## config.mk

```make
export PLATFORM = sky130hd
export DESIGN_NAME = temp_scratchpad_decoder
export DESIGN_NICKNAME = d
export VERILOG_FILES = /design/src/hw/rtl/tsd_pkg.sv /design/src/hw/rtl/tsd_frame.sv /design/src/hw/rtl/tsd_convert.sv /design/src/hw/rtl/temp_scratchpad_decoder.sv
export SDC_FILE = /design/constraint.sdc
export NUM_CORES = 1
export LEC_CHECK = 0
export ABC_AREA = 1
export BUFFER_PORTS_ARGS = -buffer_cell sky130_fd_sc_hd__buf_4
export CAP_MARGIN = 20
export CORE_MARGIN = 1.5
export CORE_UTILIZATION = 45
export CTS_CLUSTER_DIAMETER = 40
export CTS_CLUSTER_SIZE = 10
export DETAILED_ROUTE_END_ITERATION = 8
export MAX_ROUTING_LAYER = met4
export PLACE_DENSITY = 0.65
export SYNTH_ARGS = -nofsm -noshare
export SYNTH_HDL_FRONTEND = slang
export SYNTH_SLANG_ARGS = --single-unit
```

## constraint.sdc

```tcl
create_clock -name i_clk -period 5.7 [get_ports i_clk]
set_clock_uncertainty 0.1 [all_clocks]
set_input_delay 0 -clock i_clk [delete_from_list [all_inputs] [get_ports i_clk]]
set_output_delay 0 -clock i_clk [all_outputs]
set_load 0.1 [all_outputs]
```

## src/hw/rtl/tsd_pkg.sv

```systemverilog
// Shared types and constants of the temperature scratchpad decoder.
package tsd_pkg;

    localparam int SCRATCHPAD_BYTES_DEF = 9;

    // configuration byte position inside the scratchpad
    localparam int CONF_INDEX = 4;

    // CRC-8, x^8+x^5+x^4+1, LSB first
    localparam logic [7:0] CRC_POLY_REFL = 8'h8C;

    // resolution field, bits 6..5 of the configuration byte
    localparam int RES_HI = 6;
    localparam int RES_LO = 5;
    typedef logic [1:0] t_res;
    localparam t_res RES_9  = 2'b00;
    localparam t_res RES_10 = 2'b01;
    localparam t_res RES_11 = 2'b10;

    typedef logic [1:0] t_status;
    localparam t_status ST_VALID = 2'd0;
    localparam t_status ST_CRC   = 2'd1;
    localparam t_status ST_RANGE = 2'd2;

    // configuration register indexes
    localparam int CFG_INDEX_W = 2;
    typedef logic [CFG_INDEX_W-1:0] t_cfg_index;
    localparam t_cfg_index CFG_LOW_LIMIT  = 2'd0;
    localparam t_cfg_index CFG_HIGH_LIMIT = 2'd1;

    localparam logic signed [15:0] LOW_LIMIT_RESET  = -16'sd550;
    localparam logic signed [15:0] HIGH_LIMIT_RESET = 16'sd1250;

    // completed frame handed from the frame tracker to the converter
    typedef struct packed {
        logic        valid;
        logic [15:0] raw;
        t_res        res;
        logic        crc_ok;
    } t_frame;

endpackage

```

## src/hw/rtl/tsd_frame.sv

```systemverilog
// Frame tracker: byte count, running CRC-8 and capture of temperature and resolution.
module tsd_frame #(
    parameter int SCRATCHPAD_BYTES = tsd_pkg::SCRATCHPAD_BYTES_DEF
) (
    input  logic           i_clk,
    input  logic           i_rst_n,
    input  logic           i_valid,
    output logic           o_ready,
    input  logic [7:0]     i_data_byte,
    input  logic           i_frame_start,
    input  logic           i_frame_take,
    output tsd_pkg::t_frame o_frame
);

    localparam int CntW = $clog2(SCRATCHPAD_BYTES);
    localparam logic [CntW-1:0] LastIdx = CntW'(SCRATCHPAD_BYTES - 1);
    localparam logic [CntW-1:0] ConfIdx = CntW'(tsd_pkg::CONF_INDEX);

    function automatic logic [7:0] crc_update(input logic [7:0] crc, input logic [7:0] data);
        logic [7:0] c;
        logic [7:0] d;
        logic       mix;
        c = crc;
        d = data;
        for (int i = 0; i < 8; i++) begin
            mix = c[0] ^ d[0];
            c = c >> 1;
            if (mix) begin
                c = c ^ tsd_pkg::CRC_POLY_REFL;
            end
            d = d >> 1;
        end
        return c;
    endfunction

    logic [7:0]      r_crc;
    logic [CntW-1:0] r_count;
    logic [7:0]      r_temp_low;
    logic [7:0]      r_temp_high;
    tsd_pkg::t_res   r_res;
    tsd_pkg::t_frame r_frame;

    logic [7:0]      crc_base;
    logic [CntW-1:0] cnt_base;
    logic [7:0]      n_crc;
    logic            accept;
    logic            last;
    tsd_pkg::t_res   byte_res;

    assign o_ready  = !r_frame.valid || i_frame_take;
    assign accept   = i_valid && o_ready;
    // a start mark restarts count and CRC before the byte is taken
    assign crc_base = i_frame_start ? 8'h00 : r_crc;
    assign cnt_base = i_frame_start ? '0 : r_count;
    assign n_crc    = crc_update(crc_base, i_data_byte);
    assign last     = (cnt_base == LastIdx);
    assign byte_res = i_data_byte[tsd_pkg::RES_HI:tsd_pkg::RES_LO];

    always_ff @(posedge i_clk) begin
        if (!i_rst_n) begin
            r_crc         <= 8'h00;
            r_count       <= '0;
            r_frame.valid <= 1'b0;
        end else if (accept) begin
            if (last) begin
                r_crc          <= 8'h00;
                r_count        <= '0;
                r_frame.valid  <= 1'b1;
                r_frame.raw    <= {r_temp_high, r_temp_low};
                // with a five byte scratchpad the last byte is the config byte
                r_frame.res    <= (cnt_base == ConfIdx) ? byte_res : r_res;
                r_frame.crc_ok <= (n_crc == 8'h00);
            end else begin
                r_crc   <= n_crc;
                r_count <= cnt_base + 1'b1;
                if (i_frame_take) begin
                    r_frame.valid <= 1'b0;
                end
            end
        end else if (i_frame_take) begin
            r_frame.valid <= 1'b0;
        end
    end

    always_ff @(posedge i_clk) begin
        if (accept) begin
            if (cnt_base == '0) begin
                r_temp_low <= i_data_byte;
            end else if (cnt_base == CntW'(1)) begin
                r_temp_high <= i_data_byte;
            end else if (cnt_base == ConfIdx) begin
                r_res <= byte_res;
            end
        end
    end

    assign o_frame = r_frame;

endmodule

```

## src/hw/rtl/tsd_convert.sv

```systemverilog
// Conversion to tenths of a degree, limit check and result register.
module tsd_convert (
    input  logic                   i_clk,
    input  logic                   i_rst_n,
    input  tsd_pkg::t_frame        i_frame,
    output logic                   o_frame_take,
    input  logic signed [15:0]     i_low_limit,
    input  logic signed [15:0]     i_high_limit,
    output logic                   o_valid,
    input  logic                   i_ready,
    output logic signed [15:0]     o_temperature,
    output tsd_pkg::t_status       o_status
);

    logic                    r_valid;
    logic signed [15:0]      r_temperature;
    tsd_pkg::t_status        r_status;

    logic                    neg;
    logic [15:0]             mag_raw;
    logic [15:0]             m;
    logic [11:0]             int_part;
    logic [14:0]             int_x10;
    logic [6:0]              frac5;
    logic [3:0]              frac;
    logic [14:0]             mag;
    logic signed [15:0]      t;
    tsd_pkg::t_status        n_status;
    logic signed [15:0]      n_temperature;

    assign o_frame_take = i_frame.valid && (!r_valid || i_ready);

    always_comb begin
        neg     = i_frame.raw[15];
        mag_raw = neg ? (~i_frame.raw + 16'd1) : i_frame.raw;
        case (i_frame.res)
            tsd_pkg::RES_9:  m = mag_raw & 16'hFFF8;
            tsd_pkg::RES_10: m = mag_raw & 16'hFFFC;
            tsd_pkg::RES_11: m = mag_raw & 16'hFFFE;
            default:         m = mag_raw;
        endcase
        int_part = m[15:4];
        int_x10  = {int_part, 3'b000} + {2'b00, int_part, 1'b0};
        // frac*640/1024 == frac*5/8; positive values add half an LSB first
        frac5 = {1'b0, m[3:0], 2'b00} + {3'b000, m[3:0]} + (neg ? 7'd0 : 7'd4);
        frac  = frac5[6:3];
        mag   = int_x10 + {11'd0, frac};
        t     = neg ? -$signed({1'b0, mag}) : $signed({1'b0, mag});

        if (!i_frame.crc_ok) begin
            n_status      = tsd_pkg::ST_CRC;
            n_temperature = 16'sd0;
        end else if (t < i_low_limit || t > i_high_limit) begin
            n_status      = tsd_pkg::ST_RANGE;
            n_temperature = 16'sd0;
        end else begin
            n_status      = tsd_pkg::ST_VALID;
            n_temperature = t;
        end
    end

    always_ff @(posedge i_clk) begin
        if (!i_rst_n) begin
            r_valid <= 1'b0;
        end else if (o_frame_take) begin
            r_valid <= 1'b1;
        end else if (i_ready) begin
            r_valid <= 1'b0;
        end
    end

    always_ff @(posedge i_clk) begin
        if (o_frame_take) begin
            r_temperature <= n_temperature;
            r_status      <= n_status;
        end
    end

    assign o_valid       = r_valid;
    assign o_temperature = r_temperature;
    assign o_status      = r_status;

endmodule

```

## src/hw/rtl/temp_scratchpad_decoder.sv

```systemverilog
// Top level of the temperature scratchpad decoder.
//
// Scratchpad bytes enter one per transaction, one per clock at full rate; a byte with
// i_frame_start high restarts the frame, otherwise frames follow each other back to
// back. The last byte of a frame produces one result once accepted: it passes through the
// frame tracker's hand-off register first and then through the converter's result
// register. Both registers advance together, so the input sustains one transaction per
// cycle while i_ready stays high; o_ready drops only when both hold a result that the
// output side has not taken. Status 1 is a CRC mismatch, 2 a value
// outside [low_limit, high_limit]; the temperature field is zero unless status is 0.
// Limits must be written through the configuration port while the block is idle; it does not enforce this.
module temp_scratchpad_decoder #(
    parameter int SCRATCHPAD_BYTES = tsd_pkg::SCRATCHPAD_BYTES_DEF
) (
    input  logic                        i_clk,
    input  logic                        i_rst_n,
    input  logic                        i_valid,
    output logic                        o_ready,
    input  logic [7:0]                  i_data_byte,
    input  logic                        i_frame_start,
    output logic                        o_valid,
    input  logic                        i_ready,
    output logic signed [15:0]          o_temperature,
    output logic [1:0]                  o_status,
    input  logic                        i_cfg_valid,
    output logic                        o_cfg_ready,
    input  logic [tsd_pkg::CFG_INDEX_W-1:0] i_cfg_index,
    input  logic [15:0]                 i_cfg_data
);

    logic signed [15:0] r_low_limit;
    logic signed [15:0] r_high_limit;
    tsd_pkg::t_frame    frame;
    logic               frame_take;

    assign o_cfg_ready = 1'b1;

    always_ff @(posedge i_clk) begin
        if (!i_rst_n) begin
            r_low_limit  <= tsd_pkg::LOW_LIMIT_RESET;
            r_high_limit <= tsd_pkg::HIGH_LIMIT_RESET;
        end else if (i_cfg_valid && o_cfg_ready) begin
            case (i_cfg_index)
                tsd_pkg::CFG_LOW_LIMIT:  r_low_limit  <= $signed(i_cfg_data);
                tsd_pkg::CFG_HIGH_LIMIT: r_high_limit <= $signed(i_cfg_data);
                default: ;
            endcase
        end
    end

    tsd_frame #(
        .SCRATCHPAD_BYTES(SCRATCHPAD_BYTES)
    ) u_frame (
        .i_clk        (i_clk),
        .i_rst_n      (i_rst_n),
        .i_valid      (i_valid),
        .o_ready      (o_ready),
        .i_data_byte  (i_data_byte),
        .i_frame_start(i_frame_start),
        .i_frame_take (frame_take),
        .o_frame      (frame)
    );

    tsd_convert u_convert (
        .i_clk        (i_clk),
        .i_rst_n      (i_rst_n),
        .i_frame      (frame),
        .o_frame_take (frame_take),
        .i_low_limit  (r_low_limit),
        .i_high_limit (r_high_limit),
        .o_valid      (o_valid),
        .i_ready      (i_ready),
        .o_temperature(o_temperature),
        .o_status     (o_status)
    );

    // an invalid result never carries a temperature
    a_zero_when_bad: assert property (@(posedge i_clk) disable iff (!i_rst_n)
        o_valid && (o_status != tsd_pkg::ST_VALID) |-> o_temperature == 16'sd0)
        else $error("nonzero temperature on invalid result");

    // a valid result lies within the limits in force
    a_valid_in_range: assert property (@(posedge i_clk) disable iff (!i_rst_n)
        o_valid && (o_status == tsd_pkg::ST_VALID) |->
            (o_temperature >= r_low_limit) && (o_temperature <= r_high_limit))
        else $error("valid result outside limits");

    // a result only appears after a completed frame sat in the hand-off register
    a_result_from_frame: assert property (@(posedge i_clk) disable iff (!i_rst_n)
        $rose(o_valid) |-> $past(frame.valid))
        else $error("result without a completed frame");

endmodule

```

==> results_dict.tcl <==
set metrics [dict create \
    grt_util_all_layers_pct 19.9 \
    place_area_sq_um 7090 \
    ys_warn_count 0 \
    cts.reportedPaths.clkPinSlew_ns 0.07 \
    placementRows 43 \
    num_vias 5284 \
    drt_iter0_markers 231 \
    timing.fmax_mhz 183 \
    grt_pass1_vias 5094 \
    setup_ws_ns 0.234 \
    gp_congestion 0.848 \
    avgRoutedWirePerCell_microns 12.7 \
    relSlewSlack_pct 30.3 \
    cts.htree.levels 3 \
    worstSetupPathType "flip-flop to flip-flop" \
    grt_pass1_wl_microns 22900 \
    port_buffers 51 \
    drive_gt1_share_pct 22.0 \
    nNetsFinal 991 \
    required_ns 5.81 \
    pin_count 53 \
    dieArea_sq_um 15200 \
    drt-pass1-iter-count 4 \
    postSynthCellCount 805 \
    synth-seq-area-share_pct 39.6 \
    cts_tree "built" \
    rsz0062_at_grt "yes" \
    area_delta_synth_final_pct 24.9 \
    initial_core_util_pct 46.5 \
    p_leak_nw 3.72 \
    drc_errors 0 \
    die-height_microns 123 \
    cts_root_buffer "clkbuf_16" \
    start_kind "flip-flop" \
    min_path_type "primary input to flip-flop" \
    cts_made_buffers 9 \
    synth.avg_cell_area_sq_um 8.07 \
    layout_min_cycle_time_ns 5.47 \
    vdd_ir_drop_max_uv 152 \
    fin_crit_sh_pct 95.9 \
    report.final.slew_viol_count 0 \
    tightest_slew_ns 1.05 \
    pre_cts_ws_ns -0.125 \
    max_stage_delay_ns 0.47 \
    core_area_sq_um 14000 \
    overflow 0 \
    hpwl_microns 10200 \
    clock_path_buffers 2 \
    drtAntennaViolNets 0 \
    crit_arrival_ns 5.57 \
    synth_cell_types 45 \
    ys_seq_elements 101 \
    grt_antenna_before_repair 0 \
    viasPerCell 4.90 \
    final_cell_area_sq_um 8120 \
    antenna_cells 0 \
    p_per_area_nw_per_um2 198 \
    clock_latency_ns 0.36 \
    routed_wirelength_microns 13600 \
    status "completed" \
    hold_viol 0 \
    slowest_stage "fa_2" \
    syn_area_sq_um 6500 \
    crit_path_max_fanout 8 \
    synth_edf_count 55 \
    syn-num-nets 903 \
    fin_total_pwr_mw 1.60 \
    cts_sinks 101 \
    end_kind "flip-flop" \
    ys_async_sr_fraction_pct 0 \
    synth_flop_cell "edfxtp_1" \
    maxCapViolCount 0 \
    setup_viol 0 \
    dieWidth_microns 123 \
    grt_max_degree 35 \
]
[kinds of logic after synthesis]
logic type | Yosys count | synth area share (%)
simple gates | 346 | 24.2
buf+inv | 150 | 8.87
compound gates | 106 | 9.30
flops | 101 | 39.6
fa+ha+maj | 66 | 13.1
xor+xnor | 34 | 4.81
other cells | 1 | 0.0577
mux | 1 | 0.173
[stage by stage]
step           cells  hold WS (ns)  utilization, %  setup TNS [ns]
2_1_floorplan    805      -0.00113               -               0
3_3_place_gp    1025         0.109            50.7          -0.204
3_5_place_dp    1026         0.109            50.7           -1.07
4_1_cts         1077        0.0716            55.5               0
5_1_grt         1078         0.109            58.0           -1.86
6_report        1078        0.0894            58.0               0
[state kept, by name, indices dropped and copies added, names as in the netlist]
register,count
u_frame.r_temp_low,8
u_frame.r_count,4
r_high_limit,16
u_convert.o_status,2
u_convert.o_temperature,16
r_low_limit,16
u_convert.o_valid,1
u_frame.r_crc,8
u_frame.o_frame,20
u_frame.r_temp_high,8
u_frame.r_res,2
[cell usage after synthesis, drive strengths merged (11+ instances only)]
library cell,count,area [sq um]
clkbuf,14,52.6
nor3,11,65.1
o21ai,28,144
edfxtp,55,1650
nand2,197,805
xor2,30,278
dfxtp,46,921
inv,131,492
nor2,58,220
ha,63,788
a21oi,50,254
nand3,53,300
o211ai,18,135
[final cells by class]
cell class,count,area (sq um)
Timing Repair Buffer,95,796
Fill cell,1250,5870
Multi-Input combinational cell,555,3740
Clock buffer,9,225
Sequential cell,101,2570
Inverter,131,492
Tap cell,180,225
Clock inverter,7,63.8
[cells in the final DEF, fill, tap and decap left out, types with 24 or more instances in the layout]
cell           count
a21oi_1           42
buf_4             60
dfxtp_1           46
dlygate4sd3_1     34
edfxtp_1          55
ha_1              53
inv_1            113
nand2_1          161
nand2_2           30
nand3_1           36
nor2_1            44
o21ai_0           24
xor2_1            25
[where the power goes]
| group | internal (mW) | switching, mW |
|---|---|---|
| Sequential | 0.788 | 0.00931 |
| Combinational | 0.0888 | 0.120 |
| Clock | 0.308 | 0.289 |
| Total | 1.18 | 0.418 |
[metal layers]
layer  global-route usage, %  vias to the layer above  part of all wire (%)
met5                       -                        -                     0
met4                    6.25                        0                   1.8
met3                    4.24                       18                   2.9
met2                    33.8                       59                    50
met1                    23.6                     2400                    45
li1                        -                     2807                     -
[timing repair]
item | 4_1_cts | 5_1_grt
buffers inserted | 0 | 1
resized for setup | 5 | 87
endpoints found under the hold margin | 54 | 0
setup endpoints to repair | 16 | 17
gates cloned | 1 | 0
pin swaps | 1 | 46
hold buffers | 34 | 0
[worst max-delay path, delay by kind of cell (launching register included)]
kind | cells | cell delay, ns
compound gates | 1 | 0.15
xor+xnor | 1 | 0.17
flops | 1 | 0.40
buf+inv | 4 | 0.28
simple gates | 20 | 1.83
fa+ha+maj | 8 | 2.35
[path summary, 6_finish.rpt]
check	startpoint	end	slack, ns	cells past startpoint
worst max-delay path	u_frame.o_frame[4]	u_convert.o_temperature[13]	0.23	34
worst min-delay path	i_cfg_index[0]	r_low_limit[10]	0.09	4
worst max register to register	u_frame.o_frame[4]	u_convert.o_temperature[13]	0.23	34
worst min register to register	u_frame.r_temp_low[7]	u_frame.o_frame[10]	0.32	0
(Power assumes the default switching activity.)
